## src/rtl/mmp_pkg.sv

```systemverilog
`default_nettype none

package mmp_pkg;

  // Default depth of the system exclusive store
  localparam int SYSEX_DEPTH_DEFAULT = 32;

  localparam int ENABLE_W = 9;

  // Result kinds
  localparam logic [3:0] KIND_NOTE_OFF   = 4'd0;
  localparam logic [3:0] KIND_NOTE_ON    = 4'd1;
  localparam logic [3:0] KIND_CC         = 4'd2;
  localparam logic [3:0] KIND_PROGRAM    = 4'd3;
  localparam logic [3:0] KIND_BEND       = 4'd4;
  localparam logic [3:0] KIND_SOUNDS_OFF = 4'd5;
  localparam logic [3:0] KIND_NOTES_OFF  = 4'd6;
  localparam logic [3:0] KIND_RESET      = 4'd7;
  localparam logic [3:0] KIND_SYSEX_BYTE = 4'd8;
  localparam logic [3:0] KIND_SYSEX_END  = 4'd9;

  // Enable mask bit positions
  localparam int EN_NOTE_OFF   = 0;
  localparam int EN_NOTE_ON    = 1;
  localparam int EN_CC         = 2;
  localparam int EN_PROGRAM    = 3;
  localparam int EN_BEND       = 4;
  localparam int EN_SOUNDS_OFF = 5;
  localparam int EN_NOTES_OFF  = 6;
  localparam int EN_SYSEX      = 7;
  localparam int EN_RESET      = 8;

  // Status nibbles
  localparam logic [3:0] STAT_NOTE_OFF = 4'h8;
  localparam logic [3:0] STAT_NOTE_ON  = 4'h9;
  localparam logic [3:0] STAT_CC       = 4'hB;
  localparam logic [3:0] STAT_PROGRAM  = 4'hC;
  localparam logic [3:0] STAT_PRESSURE = 4'hD;
  localparam logic [3:0] STAT_BEND     = 4'hE;

  // Special bytes
  localparam logic [7:0] BYTE_SYSEX_START = 8'hF0;
  localparam logic [7:0] BYTE_SYSEX_END   = 8'hF7;
  localparam logic [7:0] BYTE_SENSE       = 8'hFE;
  localparam logic [7:0] BYTE_REALTIME    = 8'hF8;

  localparam logic [6:0] CC_ALL_SOUNDS_OFF = 7'd120;
  localparam logic [6:0] CC_ALL_NOTES_OFF  = 7'd123;

  // Reset strings, without F0/F7 framing
  localparam int GM_LEN = 4;
  localparam int XG_LEN = 7;
  localparam int GS_LEN = 9;

  typedef struct packed {
    logic [3:0]  kind;
    logic [3:0]  channel;
    logic [6:0]  key;
    logic [6:0]  value;
    logic [13:0] bend;
    logic [7:0]  sx_data;
    logic [5:0]  sx_len;
    logic        last;
  } event_t;

  function automatic logic [7:0] gm_byte(input logic [3:0] idx);
    logic [7:0] b;
    unique case (idx)
      4'd0:    b = 8'h7E;
      4'd1:    b = 8'h7F;
      4'd2:    b = 8'h09;
      4'd3:    b = 8'h01;
      default: b = 8'h00;
    endcase
    return b;
  endfunction

  function automatic logic [7:0] xg_byte(input logic [3:0] idx);
    logic [7:0] b;
    unique case (idx)
      4'd0:    b = 8'h43;
      4'd1:    b = 8'h10;
      4'd2:    b = 8'h4C;
      4'd5:    b = 8'h7E;
      default: b = 8'h00;
    endcase
    return b;
  endfunction

  function automatic logic [7:0] gs_byte(input logic [3:0] idx);
    logic [7:0] b;
    unique case (idx)
      4'd0:    b = 8'h41;
      4'd1:    b = 8'h10;
      4'd2:    b = 8'h42;
      4'd3:    b = 8'h12;
      4'd4:    b = 8'h40;
      4'd6:    b = 8'h7F;
      4'd8:    b = 8'h41;
      default: b = 8'h00;
    endcase
    return b;
  endfunction

endpackage

`default_nettype wire

```

## src/rtl/midi_message_parser_top.sv

```systemverilog
`default_nettype none

// MIDI message parser. Takes one received MIDI byte per request on the byte
// channel and emits decoded events on the event channel: note off/on (note on
// with velocity 0 is reported as note off), control change, all sounds off,
// all notes off, program change and 14-bit pitch bend, all with running
// status. Active sensing is dropped, and so are real-time bytes outside
// sysex. Other bytes between F0 and F7 go into an on-chip store of
// SYSEX_DEPTH bytes (wrapping to the start when full). At F7 the store
// is checked against the GM On, XG On and GS Reset strings; a match gives
// one reset event, otherwise the stored bytes stream out one per event
// followed by an end event with the length. event_enable masks each kind;
// write it only while the block is idle. An ordinary byte is taken
// whenever the event output register is free. After F7 is taken, a sysex
// dump holds byte_stall high until its end event is loaded, and longer
// while the event side stalls a pending event: each stored byte passes
// through a store read state and an output load state, and the end event
// through a state of its own. There is no clearing pass after reset; the
// store needs none. 'last' marks the final event caused by one input byte.
module midi_message_parser_top #(
  parameter int SYSEX_DEPTH = mmp_pkg::SYSEX_DEPTH_DEFAULT
) (
  input  wire logic                         clk,
  input  wire logic                         rst,
  // configuration
  input  wire logic                         event_enable_write,
  input  wire logic [mmp_pkg::ENABLE_W-1:0] event_enable_data,
  // byte requests
  input  wire logic                         byte_valid,
  output logic                              byte_stall,
  input  wire logic [7:0]                   midi_byte,
  // event requests
  output logic                              event_valid,
  input  wire logic                         event_stall,
  output logic [3:0]                        event_kind,
  output logic [3:0]                        channel,
  output logic [6:0]                        key_or_controller,
  output logic [6:0]                        velocity_or_value,
  output logic [13:0]                       bend_amount,
  output logic [7:0]                        sysex_data,
  output logic [5:0]                        sysex_length,
  output logic                              last
);

  localparam int ADDR_W = $clog2(SYSEX_DEPTH);
  localparam int CNT_W  = $clog2(SYSEX_DEPTH + 1);

  // Sequencer states
  localparam logic [1:0] ST_IDLE = 2'd0;  // taking bytes
  localparam logic [1:0] ST_READ = 2'd1;  // store read in flight
  localparam logic [1:0] ST_LOAD = 2'd2;  // read data into output register
  localparam logic [1:0] ST_END  = 2'd3;  // sysex end event

  logic [1:0] state, state_next;

  // Parser state
  logic [mmp_pkg::ENABLE_W-1:0] event_enable;
  logic                         in_sysex, in_sysex_next;
  logic [3:0]                   status_nibble, status_nibble_next;
  logic [3:0]                   status_channel, status_channel_next;
  logic                         awaiting_second, awaiting_second_next;
  logic [6:0]                   first_data, first_data_next;
  logic [CNT_W-1:0]             sysex_count, sysex_count_next;

  // Streaming state
  logic [CNT_W-1:0] rd_idx, rd_idx_next;
  logic [CNT_W-1:0] sx_len, sx_len_next;

  // Output register
  mmp_pkg::event_t ev, ev_next;
  logic            ev_load;

  logic byte_accept;
  logic slot_free;

  // Store ports
  logic              wr_en;
  logic [ADDR_W-1:0] wr_addr;
  logic              rd_en;
  logic [7:0]        rd_data;
  logic              reset_hit;

  // Decode
  logic            dec_go;
  logic [6:0]      dec_d1, dec_d2;
  logic            dec_fire;
  mmp_pkg::event_t dec_ev;

  logic store_full;

  assign slot_free   = !event_valid || !event_stall;
  assign byte_stall  = !((state == ST_IDLE) && slot_free);
  assign byte_accept = byte_valid && !byte_stall;

  // Wrap to the start once the store holds SYSEX_DEPTH bytes
  assign store_full = (sysex_count >= CNT_W'(SYSEX_DEPTH));
  assign wr_addr    = store_full ? '0 : sysex_count[ADDR_W-1:0];
  assign wr_en      = byte_accept && in_sysex &&
                      (midi_byte != mmp_pkg::BYTE_SYSEX_END) &&
                      (midi_byte != mmp_pkg::BYTE_SENSE);
  assign rd_en      = (state == ST_READ);

  // Second data byte completes a pair; C and D status take a single byte
  assign dec_go = byte_accept && !in_sysex && !midi_byte[7] &&
                  (awaiting_second ||
                   (status_nibble == mmp_pkg::STAT_PROGRAM) ||
                   (status_nibble == mmp_pkg::STAT_PRESSURE));
  assign dec_d1 = awaiting_second ? first_data : midi_byte[6:0];
  assign dec_d2 = awaiting_second ? midi_byte[6:0] : 7'd0;

  mmp_store #(
    .SYSEX_DEPTH(SYSEX_DEPTH)
  ) u_store (
    .clk     (clk),
    .wr_en   (wr_en),
    .wr_addr (wr_addr),
    .wr_data (midi_byte),
    .rd_en   (rd_en),
    .rd_addr (rd_idx[ADDR_W-1:0]),
    .rd_data (rd_data)
  );

  mmp_reset_match #(
    .SYSEX_DEPTH(SYSEX_DEPTH)
  ) u_match (
    .clk     (clk),
    .rst     (rst),
    .wr_en   (wr_en),
    .wr_addr (wr_addr),
    .wr_data (midi_byte),
    .count   (sysex_count),
    .hit     (reset_hit)
  );

  mmp_chan_decode u_decode (
    .enable (event_enable),
    .go     (dec_go),
    .nibble (status_nibble),
    .chan   (status_channel),
    .d1     (dec_d1),
    .d2     (dec_d2),
    .fire   (dec_fire),
    .ev     (dec_ev)
  );

  always_comb begin
    state_next           = state;
    in_sysex_next        = in_sysex;
    status_nibble_next   = status_nibble;
    status_channel_next  = status_channel;
    awaiting_second_next = awaiting_second;
    first_data_next      = first_data;
    sysex_count_next     = sysex_count;
    rd_idx_next          = rd_idx;
    sx_len_next          = sx_len;
    ev_next              = ev;
    ev_load              = 1'b0;

    unique case (state)
      ST_IDLE: begin
        if (byte_accept) begin
          if (in_sysex) begin
            if (midi_byte == mmp_pkg::BYTE_SYSEX_END) begin
              in_sysex_next    = 1'b0;
              sysex_count_next = '0;
              if (reset_hit) begin
                if (event_enable[mmp_pkg::EN_RESET]) begin
                  ev_load      = 1'b1;
                  ev_next      = '0;
                  ev_next.kind = mmp_pkg::KIND_RESET;
                  ev_next.last = 1'b1;
                end
              end else if (event_enable[mmp_pkg::EN_SYSEX]) begin
                rd_idx_next = '0;
                sx_len_next = sysex_count;
                state_next  = (sysex_count == '0) ? ST_END : ST_READ;
              end
            end else if (wr_en) begin
              sysex_count_next = store_full ? CNT_W'(1) : sysex_count + CNT_W'(1);
            end
          end else if ((midi_byte == mmp_pkg::BYTE_SENSE) ||
                       (midi_byte >= mmp_pkg::BYTE_REALTIME)) begin
            // real-time: dropped
          end else if (midi_byte == mmp_pkg::BYTE_SYSEX_START) begin
            in_sysex_next    = 1'b1;
            sysex_count_next = '0;
          end else if (midi_byte[7]) begin
            status_nibble_next   = midi_byte[7:4];
            status_channel_next  = midi_byte[3:0];
            awaiting_second_next = 1'b0;
          end else if (awaiting_second) begin
            awaiting_second_next = 1'b0;
          end else if ((status_nibble < mmp_pkg::STAT_PROGRAM) ||
                       (status_nibble == mmp_pkg::STAT_BEND)) begin
            awaiting_second_next = 1'b1;
            first_data_next      = midi_byte[6:0];
          end else if (status_nibble < mmp_pkg::STAT_BEND) begin
            first_data_next = midi_byte[6:0];
          end
          if (dec_fire) begin
            ev_load = 1'b1;
            ev_next = dec_ev;
          end
        end
      end
      ST_READ: begin
        state_next = ST_LOAD;
      end
      ST_LOAD: begin
        if (slot_free) begin
          ev_load         = 1'b1;
          ev_next         = '0;
          ev_next.kind    = mmp_pkg::KIND_SYSEX_BYTE;
          ev_next.sx_data = rd_data;
          rd_idx_next     = rd_idx + CNT_W'(1);
          state_next      = (rd_idx + CNT_W'(1) == sx_len) ? ST_END : ST_READ;
        end
      end
      ST_END: begin
        if (slot_free) begin
          ev_load        = 1'b1;
          ev_next        = '0;
          ev_next.kind   = mmp_pkg::KIND_SYSEX_END;
          ev_next.sx_len = 6'(sx_len);
          ev_next.last   = 1'b1;
          state_next     = ST_IDLE;
        end
      end
      default: begin
        state_next = ST_IDLE;
      end
    endcase
  end

  always_ff @(posedge clk) begin
    if (rst) begin
      state           <= ST_IDLE;
      event_enable    <= '0;
      in_sysex        <= 1'b0;
      status_nibble   <= '0;
      status_channel  <= '0;
      awaiting_second <= 1'b0;
      first_data      <= '0;
      sysex_count     <= '0;
      rd_idx          <= '0;
      sx_len          <= '0;
      event_valid     <= 1'b0;
    end else begin
      state           <= state_next;
      in_sysex        <= in_sysex_next;
      status_nibble   <= status_nibble_next;
      status_channel  <= status_channel_next;
      awaiting_second <= awaiting_second_next;
      first_data      <= first_data_next;
      sysex_count     <= sysex_count_next;
      rd_idx          <= rd_idx_next;
      sx_len          <= sx_len_next;
      if (event_enable_write) begin
        event_enable <= event_enable_data;
      end
      if (ev_load) begin
        event_valid <= 1'b1;
      end else if (!event_stall) begin
        event_valid <= 1'b0;
      end
    end
  end

  // Output payload, no reset needed
  always_ff @(posedge clk) begin
    if (ev_load) begin
      ev <= ev_next;
    end
  end

  assign event_kind        = ev.kind;
  assign channel           = ev.channel;
  assign key_or_controller = ev.key;
  assign velocity_or_value = ev.value;
  assign bend_amount       = ev.bend;
  assign sysex_data        = ev.sx_data;
  assign sysex_length      = ev.sx_len;
  assign last              = ev.last;

  // Store is never written while a dump is being read out
  a_no_rw_overlap: assert property (@(posedge clk) disable iff (rst)
    !(wr_en && rd_en))
    else $error("store read and write in the same cycle");

  // A pending event is never overwritten
  a_no_clobber: assert property (@(posedge clk) disable iff (rst)
    (event_valid && event_stall) |-> !ev_load)
    else $error("output register loaded while stalled");

  // Input held off for the whole dump
  a_stall_in_dump: assert property (@(posedge clk) disable iff (rst)
    (state != ST_IDLE) |-> byte_stall)
    else $error("byte taken during sysex dump");

  a_count_bound: assert property (@(posedge clk) disable iff (rst)
    sysex_count <= CNT_W'(SYSEX_DEPTH))
    else $error("sysex count beyond store depth");

  // Every read is followed by the load state
  a_read_then_load: assert property (@(posedge clk) disable iff (rst)
    (state == ST_READ) |=> (state == ST_LOAD))
    else $error("store read data not consumed");

endmodule

`default_nettype wire

```

## src/rtl/mmp_store.sv

```systemverilog
`default_nettype none

// Sysex byte store: one write port, one registered read port.
module mmp_store #(
  parameter int SYSEX_DEPTH = mmp_pkg::SYSEX_DEPTH_DEFAULT,
  localparam int ADDR_W = $clog2(SYSEX_DEPTH)
) (
  input  wire logic              clk,
  input  wire logic              wr_en,
  input  wire logic [ADDR_W-1:0] wr_addr,
  input  wire logic [7:0]        wr_data,
  input  wire logic              rd_en,
  input  wire logic [ADDR_W-1:0] rd_addr,
  output logic      [7:0]        rd_data
);

  logic [7:0] mem [SYSEX_DEPTH];

  always_ff @(posedge clk) begin
    if (wr_en) begin
      mem[wr_addr] <= wr_data;
    end
  end

  always_ff @(posedge clk) begin
    if (rd_en) begin
      rd_data <= mem[rd_addr];
    end
  end

endmodule

`default_nettype wire

```

## src/rtl/mmp_reset_match.sv

```systemverilog
`default_nettype none

// Tracks, as bytes are written, whether the store still holds a prefix of
// each reset string. A write at position 0 restarts the tracking.
module mmp_reset_match #(
  parameter int SYSEX_DEPTH = mmp_pkg::SYSEX_DEPTH_DEFAULT,
  localparam int ADDR_W = $clog2(SYSEX_DEPTH),
  localparam int CNT_W  = $clog2(SYSEX_DEPTH + 1)
) (
  input  wire logic              clk,
  input  wire logic              rst,
  input  wire logic              wr_en,
  input  wire logic [ADDR_W-1:0] wr_addr,
  input  wire logic [7:0]        wr_data,
  input  wire logic [CNT_W-1:0]  count,
  output logic                   hit
);

  logic gm_ok, xg_ok, gs_ok;
  logic gm_ok_next, xg_ok_next, gs_ok_next;
  logic first;
  logic [3:0] idx;

  assign first = (wr_addr == '0);
  assign idx   = wr_addr[3:0];

  always_comb begin
    gm_ok_next = (first || gm_ok) &&
                 ((wr_addr >= ADDR_W'(mmp_pkg::GM_LEN)) || (wr_data == mmp_pkg::gm_byte(idx)));
    xg_ok_next = (first || xg_ok) &&
                 ((wr_addr >= ADDR_W'(mmp_pkg::XG_LEN)) || (wr_data == mmp_pkg::xg_byte(idx)));
    gs_ok_next = (first || gs_ok) &&
                 ((wr_addr >= ADDR_W'(mmp_pkg::GS_LEN)) || (wr_data == mmp_pkg::gs_byte(idx)));
  end

  always_ff @(posedge clk) begin
    if (rst) begin
      gm_ok <= 1'b0;
      xg_ok <= 1'b0;
      gs_ok <= 1'b0;
    end else if (wr_en) begin
      gm_ok <= gm_ok_next;
      xg_ok <= xg_ok_next;
      gs_ok <= gs_ok_next;
    end
  end

  assign hit = ((count == CNT_W'(mmp_pkg::GM_LEN)) && gm_ok) ||
               ((count == CNT_W'(mmp_pkg::XG_LEN)) && xg_ok) ||
               ((count == CNT_W'(mmp_pkg::GS_LEN)) && gs_ok);

endmodule

`default_nettype wire

```

## src/rtl/mmp_chan_decode.sv

```systemverilog
`default_nettype none

// Channel message decode for a completed set of data bytes.
module mmp_chan_decode (
  input  wire logic [mmp_pkg::ENABLE_W-1:0] enable,
  input  wire logic                         go,
  input  wire logic [3:0]                   nibble,
  input  wire logic [3:0]                   chan,
  input  wire logic [6:0]                   d1,
  input  wire logic [6:0]                   d2,
  output logic                              fire,
  output mmp_pkg::event_t                   ev
);

  always_comb begin
    fire       = 1'b0;
    ev         = '0;
    ev.channel = chan;
    ev.last    = 1'b1;
    unique case (nibble)
      mmp_pkg::STAT_NOTE_OFF: begin
        fire     = enable[mmp_pkg::EN_NOTE_OFF];
        ev.kind  = mmp_pkg::KIND_NOTE_OFF;
        ev.key   = d1;
        ev.value = d2;
      end
      mmp_pkg::STAT_NOTE_ON: begin
        ev.key = d1;
        if (d2 == '0) begin
          fire    = enable[mmp_pkg::EN_NOTE_OFF];
          ev.kind = mmp_pkg::KIND_NOTE_OFF;
        end else begin
          fire     = enable[mmp_pkg::EN_NOTE_ON];
          ev.kind  = mmp_pkg::KIND_NOTE_ON;
          ev.value = d2;
        end
      end
      mmp_pkg::STAT_CC: begin
        ev.key = d1;
        if (d1 == mmp_pkg::CC_ALL_SOUNDS_OFF) begin
          fire    = enable[mmp_pkg::EN_SOUNDS_OFF];
          ev.kind = mmp_pkg::KIND_SOUNDS_OFF;
        end else if (d1 == mmp_pkg::CC_ALL_NOTES_OFF) begin
          fire    = enable[mmp_pkg::EN_NOTES_OFF];
          ev.kind = mmp_pkg::KIND_NOTES_OFF;
        end else begin
          fire     = enable[mmp_pkg::EN_CC];
          ev.kind  = mmp_pkg::KIND_CC;
          ev.value = d2;
        end
      end
      mmp_pkg::STAT_PROGRAM: begin
        fire    = enable[mmp_pkg::EN_PROGRAM];
        ev.kind = mmp_pkg::KIND_PROGRAM;
        ev.key  = d1;
      end
      mmp_pkg::STAT_BEND: begin
        fire    = enable[mmp_pkg::EN_BEND];
        ev.kind = mmp_pkg::KIND_BEND;
        ev.bend = {d2, d1};
      end
      default: begin
        fire = 1'b0;
      end
    endcase
    fire = fire && go;
  end

endmodule

`default_nettype wire

```

## config.mk

```make
export PLATFORM = sky130hd
export DESIGN_NAME = midi_message_parser_top
export DESIGN_NICKNAME = d
export VERILOG_FILES = /design/src/rtl/mmp_pkg.sv /design/src/rtl/midi_message_parser_top.sv /design/src/rtl/mmp_store.sv /design/src/rtl/mmp_reset_match.sv /design/src/rtl/mmp_chan_decode.sv
export SDC_FILE = /design/constraint.sdc
export NUM_CORES = 1
export LEC_CHECK = 0
export BUFFER_PORTS_ARGS = -buffer_cell sky130_fd_sc_hd__buf_2
export CORE_ASPECT_RATIO = 0.9
export CORE_MARGIN = 4
export CORE_UTILIZATION = 45
export DETAILED_ROUTE_END_ITERATION = 8
export MAX_ROUTING_LAYER = met4
export REMOVE_ABC_BUFFERS = 1
export SLEW_MARGIN = 20
export SYNTH_ARGS = -nofsm -noshare
export SYNTH_HDL_FRONTEND = slang
export SYNTH_SLANG_ARGS = --single-unit
```

## constraint.sdc

```tcl
create_clock -name clk -period 10.1 [get_ports clk]
set_clock_uncertainty 0.1 [all_clocks]
set_input_delay 1.515 -clock clk [delete_from_list [all_inputs] [get_ports clk]]
set_output_delay 1.515 -clock clk [all_outputs]
set_load 0.02 [all_outputs]
```

# == Word level (Yosys, flattened, before mapping) ==
# Memory sizes are Yosys's and may differ from the RTL's. A register that Yosys moved wholly into a read port is not among the register bits.
# Cells that the tools add are included.
# totals
register_bits,101
wordCells,209
output_inout_bits,53
memories,1
in_bits,22
ram_bits,256
# op_classes
addsub,2
bitwise_logic,6
n_mux,73
n_eq_ne,44
reduce_logical,54
magnitude_cmp,7
# memory_table
name,words,word_bits,rd,rd_ports_with_merged_regs,write_ports,line,text
u_store.mem,32,8,1,1,1,mmp_store.sv:17,logic [7:0] mem [SYSEX_DEPTH];
# op_table
operator,n
$mux W51,8
$pmux W51 S3,1
$mux W6,12
$mux W7,8
$pmux W7 S4,2
$pmux W7 S6,1
$eq A4 B4 Y1 const B,7
$eq A8 B7 Y1,3
$eq A8 B8 Y1 const B,3
$mux W1,22
$pmux W7 S3,1
$mux W2,9
$ne A8 B8 Y1 const B,2
$pmux W4 S4,1
$logic_and A1 B1 Y1,15
$eq A7 B7 Y1 const B,2
$mux W14,1
$ne A2 B2 Y1 const B,7
$reduce_and A7 Y1,2
$logic_or A1 B1 Y1,13
$add A6 B1 Y6 const B,2
$eq A4 B3 Y1 const B,3
$eq A6 B3 Y1 const B,2
$pmux W6 S2,1
other kinds (36),58

# == Depth between registers and ports, before layout ==
# Gate-level depths: netlist of run 1.
# logic_depth
ltp_word,12
ltp_mapped,9
ltp_nobuf,7

# == Hierarchy ==
# A second synthesis of run 1 with hierarchy kept.
# hier_totals
hier_cells,1013
area_unflattened_um2,15915.3
# modules_own_cells
mod,instances,area_each_um2,seq_area_each_um2,cells_per_inst
mmp_store,1,10133.5,7927.6,417
midi_message_parser_top,1,4468.0,2472.4,397
mmp_chan_decode,1,686.9,0.0,105
mmp_reset_match,1,626.9,60.1,94

# == Worst setup path before layout of run 1 ==
# OpenSTA, ideal clock, no wires.
# synth_path
path_kind,input to register
start,input port midi_byte[7]
end,"register ev, in the netlist bend_amount[0] (enable)"
path_slack_ns,1.070
n_path_buf,1
stages,5
t_required_ns,9.364
setup_time_ns,0.636
arrival_time_ns,8.294
cell_sequence,buf_2 nand4_1 nor3_1 nand4_1 o311ai_0
# synth_via
elab_chain_len,8
elab_cells_between_ends,15
cone_classes,5 x eq/ne; 5 x mux; 5 x reduce/logical
# synth_lines
element,line,text
"start, declared",midi_message_parser_top.sv:31,"input wire logic [7:0] midi_byte,"
"parallel branches: the longest is 7 deep, another holds $eq A8 B8 Y1",-,
$reduce_and A9 Y1 (no source line) (*),-,
"end signal, assigned",midi_message_parser_top.sv:272,ev <= ev_next;
"end, declared",midi_message_parser_top.sv:70,"mmp_pkg::event_t ev, ev_next;"
# Every way passes the cells marked *.
# A chain may end at the register's enable or synchronous reset.

# == Worst setup path after layout of run 1 ==
# layout_path
start,input port midi_byte[3]
end,"register ev, in the netlist sysex_data[6] (enable)"
# layout_via
elab_chain_len,10
elab_cells_between_ends,21
cone_classes,7 x eq/ne; 11 x mux; 3 x reduce/logical
# layout_lines
element,line,text
$mux W7,midi_message_parser_top.sv:108,assign dec_d1 = awaiting_second ? first_data : midi_byte[6:0];
$eq A7 B7 Y1,mmp_chan_decode.sv:43,end else if (d1 == mmp_pkg::CC_ALL_NOTES_OFF) begin
$mux W1,mmp_chan_decode.sv:43,
$mux W1,mmp_chan_decode.sv:40,if (d1 == mmp_pkg::CC_ALL_SOUNDS_OFF) begin
$pmux W1 S5,mmp_chan_decode.sv:20,unique case (nibble)
$logic_and A1 B1 Y1,mmp_chan_decode.sv:66,fire = fire && go;
$mux W1,midi_message_parser_top.sv:200,if (dec_fire) begin
$mux W1,midi_message_parser_top.sv:161,if (byte_accept) begin
$pmux W1 S2,midi_message_parser_top.sv:159,unique case (state)
$reduce_and A9 Y1 (no source line) (*),-,
# Mark *: on every way between the ends. The rest lies on a longest branch, timed or not.

==> results_dict.tcl, run 1 <==
set metrics [dict create \
    die_area_um2 37200 \
    place_area_um2 16200 \
    ys_ff_latch 365 \
    ant_nets 0 \
    hold_buffers 0 \
    overflow 0 \
    required_ns 10.15 \
    final_area_um2 17400 \
    clk_pin_slew_ns 0.06 \
    drt-total-wl_mm 33.9 \
    yosysWarnings 0 \
    grtUsageTotal 0.190 \
    cts_setup_buffers 0 \
    htreeDepth 2 \
    maxSlewHeadroom 0.289 \
    finalCritPeriodShare 0.431 \
    setup_tns_ns 0 \
    status "finished clean" \
    peakVddDrop_mv 0.176 \
    fin_nets 1046 \
    drt-wirelength-per-cell_um 22.5 \
    dp.cells 1435 \
    finalPower_mw 3.06 \
    async_flop_share 0 \
    via_per_inst 5.73 \
    post_cts_resize_count 0 \
    cp_max_fo 51 \
    p_switching_mw 0.643 \
    syn-cell-area_um2 15400 \
    hpwl_mm 20.7 \
    antenna_found_initial 0 \
    cts_tree "built" \
    critical_path_class "input port to flop" \
    clk_latency_ns 0.54 \
    drtPass1Iterations 5 \
    drive_above_1_share 0.248 \
    cts_root_buffer "clkbuf_16" \
    clkPwrFrac 0.430 \
    power_frac_seq 0.537 \
    synth_cell_types 69 \
    io_pins 75 \
    max_cap_violations 0 \
    routabilityCongestion 0.827 \
    place_ws_ns 5.19 \
    power_density_nw_per_um2 176 \
    max_freq_mhz 230 \
    comb_power_share 0.033 \
    dr_total_vias 8630 \
    grt_pass1_vias 8543 \
    synth_area_per_cell_um2 16.1 \
    die_x_um 203 \
    slew_viol_final 0 \
    rows 63 \
    power.share.switching 0.210 \
    rsz0062_at_grt "no" \
    fin_util 0.521 \
    p_int_mw 2.42 \
    regToRegSetupSlack_ns 6.55 \
    syn_inst 952 \
    worstPathArrival_ns 4.40 \
    cts_max_path_buffers 3 \
    ys.flop_type "edfxtp_1" \
    critical_path.endpoint_type "flop" \
    grt_pass1_wl_mm 52.6 \
    yosysSeqAreaShare 0.681 \
    start_kind "input port" \
    cts.sinks 365 \
    hold_class "flop to flop" \
    tightest_slew_ns 1.07 \
    die-height_um 183 \
    final_cells 1505 \
    drc 0 \
    whs_ns 0.373 \
    diodes 0 \
    grt_start_max_net_pins 70 \
    worst_slack_ns 5.75 \
    p_leak_nw 5.46 \
    setup_viol 0 \
    area_growth_pct 13.1 \
    coreArea_um2 33300 \
    initial_core_util 0.461 \
    hold_viol 0 \
    drt_iter0_markers 836 \
    cts_buffers 38 \
    io_buffers 74 \
    synth-edff-count 315 \
    fin_crit_ns 4.35 \
]
-- final cells by class --
type | count | area, um2
flip-flops and latches | 365 | 10500
clock buffers | 44 | 973
well taps | 455 | 569
inverters | 18 | 67.6
clock inverters | 26 | 193
fillers | 2748 | 16000
multi-input cells | 505 | 4590
repair buffers | 92 | 505
-- flip-flops by register name, summed over array words and instances, names as in the netlist, 6 cells and up --
register           cells
sx_len                 6
sysex_data             8
sysex_length           6
bend_amount           14
u_store.rd_data        8
first_data             7
rd_idx                 6
sysex_count            6
u_store.mem          256
event_enable           9
key_or_controller      7
velocity_or_value      7
-- worst paths after layout --
check,cells past startpoint,to,from
min reg2reg,2,first_data[2]$_SDFFE_PP0P_,first_data[2]$_SDFFE_PP0P_
max reg2reg,5,u_store.mem[19][7]$_DFFE_PP_,state[0]$_SDFFE_PP0P_
min,2,first_data[2]$_SDFFE_PP0P_,first_data[2]$_SDFFE_PP0P_
max,8,sysex_data[6]$_DFFE_PP_,midi_byte[3]
-- per-layer routing --
layer	track usage	wire length (um)
met3	0.0364	2220
met1	0.281	15700
met2	0.278	15400
met5	-	0
met4	0.0405	571
-- kinds of logic after synthesis --
family | count (synthesis) | synth area share
compound gates | 99 | 0.0485
xor+xnor | 19 | 0.0108
fa+ha+maj | 5 | 0.00391
buf+inv | 82 | 0.0220
flops | 365 | 0.681
mux | 122 | 0.146
simple gates | 260 | 0.0880
-- layout by cell type (no fill, tap or decap), types with 16 or more instances in the layout --
| cell | n |
|---|---|
| dfxtp_1 | 47 |
| inv_1 | 18 |
| edfxtp_1 | 315 |
| a21oi_1 | 26 |
| buf_4 | 18 |
| nor3_1 | 35 |
| nor2_1 | 79 |
| mux4_2 | 80 |
| nor4_1 | 16 |
| nand3_1 | 20 |
| clkbuf_16 | 38 |
| buf_2 | 74 |
| nand2_1 | 34 |
| mux2i_1 | 32 |
-- critical path, stage by stage --
cell	delay [ns]
buf_2	0.66
or3b_2	0.50
a22oi_1	0.37
o211a_1	0.29
o41ai_4	0.09
buf_4	0.25
o311ai_2	0.10
buf_4	0.57
-- power by group through the flow --
stage / Combinational, mW / Sequential [mW] / Clock (mW)
after floorplan: 0.0463 / 1.68 / 0
after global placement: 0.101 / 1.68 / 0
after detailed placement: 0.102 / 1.68 / 0
after CTS: 0.102 / 1.64 / 1.35
after global routing: 0.111 / 1.64 / 1.42
final: 0.101 / 1.64 / 1.32
-- cell usage after synthesis (5+ instances only) --
| cell | n | share of area |
|---|---|---|
| dfxtp_1 | 50 | 0.065 |
| edfxtp_1 | 315 | 0.62 |
| nand4_1 | 8 | 0.0033 |
| a21oi_1 | 26 | 0.0085 |
| nand2_1 | 34 | 0.0083 |
| a31oi_1 | 6 | 0.0024 |
| inv_1 | 18 | 0.0044 |
| o21a_1 | 5 | 0.0024 |
| xnor2_1 | 11 | 0.0063 |
| nor2_1 | 79 | 0.019 |
| nand3_1 | 20 | 0.0065 |
| xor2_1 | 8 | 0.0046 |
| nor3_1 | 36 | 0.012 |
| and3_1 | 10 | 0.0041 |
| o21ai_0 | 9 | 0.0029 |
| mux4_2 | 80 | 0.12 |
| nor4_1 | 16 | 0.0065 |
| buf_1 | 11 | 0.0027 |
| nor2b_1 | 8 | 0.0033 |
| mux2i_1 | 32 | 0.021 |
| and2_1 | 14 | 0.0057 |
| buf_2 | 6 | 0.0020 |
| mux2_2 | 9 | 0.0066 |
| clkbuf_1 | 44 | 0.011 |
No activity file was read; power rests on OpenSTA's default activity.
==> run 2, diff against run 1 <==
==> constraint.sdc (replaced) <==
create_clock -name clk -period 3.91 [get_ports clk]
set_clock_uncertainty 0.1 [all_clocks]
set_input_delay 0.5865 -clock clk [delete_from_list [all_inputs] [get_ports clk]]
set_output_delay 0.5865 -clock clk [all_outputs]
set_load 0.02 [all_outputs]
==> run 2 against run 1 <==
Sequential cell count is the same. Final area rose by 3.0%. Final cell count is 3.8% higher. Clock power rose to 2.8 times the previous value. Non-clock buffer count rose by 54.
==> results_dict.tcl, run 2 (synthesis gave the netlist of run 1 again) <==
set metrics [dict create \
    status "finished clean" \
    coreArea_um2 33300 \
    rows 63 \
    rr_worst_depth 5 \
    fin_util 0.536 \
    route.met2.wl_mm 16.2 \
    clk_latency_ns 0.54 \
    cts_buffers 39 \
    drc 0 \
    p_switching_mw 1.71 \
    hpwl_mm 24.2 \
    hp-start "event_enable_data[0]" \
    cts_root_buffer "clkbuf_16" \
    top_register "u_store.mem" \
    overflow 0 \
    dp.cells 1489 \
    grt_pass1_vias 8597 \
    p_int_mw 6.47 \
    rsz0062_at_grt "no" \
    max_cap_violations 0 \
    area_growth_pct 16.4 \
    hold_end "event_enable[0]$_SDFFE_PP0P_" \
    routabilityCongestion 0.881 \
    hold_viol 0 \
    final_area_um2 17900 \
    drt-total-wl_mm 36.5 \
    p_leak_nw 5.78 \
    ant_nets 0 \
    clkPwrFrac 0.446 \
    maxSlewHeadroom 0.263 \
    htreeDepth 2 \
    met3_length_mm 2.91 \
    io_buffers 74 \
    cts.sinks 365 \
    worstPathArrival_ns 3.21 \
    die_area_um2 37200 \
    grt_pass1_wl_mm 55.2 \
    io_pins 75 \
    power.share.switching 0.209 \
    peakVddDrop_mv 0.387 \
    dr_total_vias 8856 \
    via_per_inst 5.67 \
    power_frac_seq 0.519 \
    max_freq_mhz 317 \
    drive_above_1_share 0.285 \
    required_ns 3.97 \
    grtUsageTotal 0.201 \
    tightest_slew_ns 1.10 \
    slew_viol_final 0 \
    layout_common_cells "edfxtp_1 (315), mux4_2 (80), nor2_1 (79)" \
    cts_tree "built" \
    setup_tns_ns 0 \
    top_layer "met4" \
    holdPathStages 3 \
    clk_pin_slew_ns 0.06 \
    antenna_found_initial 2 \
    hold_buffers 0 \
    setup_viol 0 \
    finalCritPeriodShare 0.806 \
    drt-wirelength-per-cell_um 23.4 \
    hold_class "input port to flop" \
    drtPass1Iterations 5 \
    cts_setup_buffers 0 \
    power_density_nw_per_um2 458 \
    final_common_cell "edfxtp_1" \
    regToRegSetupSlack_ns 0.76 \
    grt_start_max_net_pins 52 \
    final_cells 1562 \
    cp_max_fo 51 \
    met1_length_mm 16.8 \
    start_kind "flop" \
    critical_path_class "flop to flop" \
    fin_nets 1101 \
    initial_core_util 0.461 \
    r2r_start "sysex_count[2]$_SDFFE_PP0P_" \
    comb_power_share 0.035 \
    drt_iter0_markers 913 \
    post_cts_resize_count 0 \
    cts_max_path_buffers 3 \
    r2r-end "sysex_data[5]$_DFFE_PP_" \
    fin_crit_ns 3.15 \
    largest_reg_flops 256 \
    critical_path.endpoint_type "flop" \
    die_x_um 203 \
    die-height_um 183 \
    place_area_um2 16600 \
]
[run 2: final cells by class]
| class | instances | area, um2 |
|---|---|---|
| fillers | 2652 | 15500 |
| clock inverters | 24 | 239 |
| inverters | 18 | 67.6 |
| well taps | 455 | 569 |
| multi-input cells | 505 | 4580 |
| diodes | 2 | 5.00 |
| flip-flops and latches | 365 | 10500 |
| repair buffers | 146 | 923 |
| clock buffers | 47 | 1030 |
[run 2: worst max-delay path, stage by stage (launching register included)]
cell      delay (ns)
dfxtp_1         0.46
or4b_2          0.71
o22ai_1         0.47
nand4_1         0.22
o311ai_2        0.24
buf_4           0.54
[run 2: worst max path at each step]
stage | startpoint | endpoint
floorplan | sysex_count[2]$_SDFFE_PP0P_ | bend_amount[0]$_DFFE_PP_
global placement | midi_byte[6] | sysex_data[5]$_DFFE_PP_
detailed placement | midi_byte[6] | sysex_data[6]$_DFFE_PP_
CTS | sysex_count[2]$_SDFFE_PP0P_ | bend_amount[5]$_DFFE_PP_
global route | sysex_count[2]$_SDFFE_PP0P_ | sysex_data[6]$_DFFE_PP_
finish | sysex_count[2]$_SDFFE_PP0P_ | sysex_data[5]$_DFFE_PP_
[run 2: routing by layer]
| layer | vias up | track usage |
|---|---|---|
| li1 | 4028 | - |
| met5 | - | - |
| met1 | 4452 | 0.303 |
| met3 | 46 | 0.0437 |
| met4 | 0 | 0.0394 |
| met2 | 330 | 0.285 |
[run 2: stage by stage]
stage / setup slack [ns] / total power, mW / hold WS [ns]
finish: 0.758 / 8.18 / 0.187
CTS: 0.745 / 8.26 / 0.175
detailed placement: 0.511 / 4.62 / 0.367
floorplan: -4.60 / 4.46 / 0.338
global placement: 0.552 / 4.61 / 0.361
global route: 0.565 / 8.46 / 0.188
[run 2: power by group through the flow]
stage,registers [mW],logic [mW],clock network (mW)
after detailed placement,4.33,0.284,0
final,4.25,0.283,3.65
after CTS,4.25,0.284,3.73
after global placement,4.33,0.281,0
after floorplan,4.34,0.120,0
after global routing,4.25,0.306,3.91
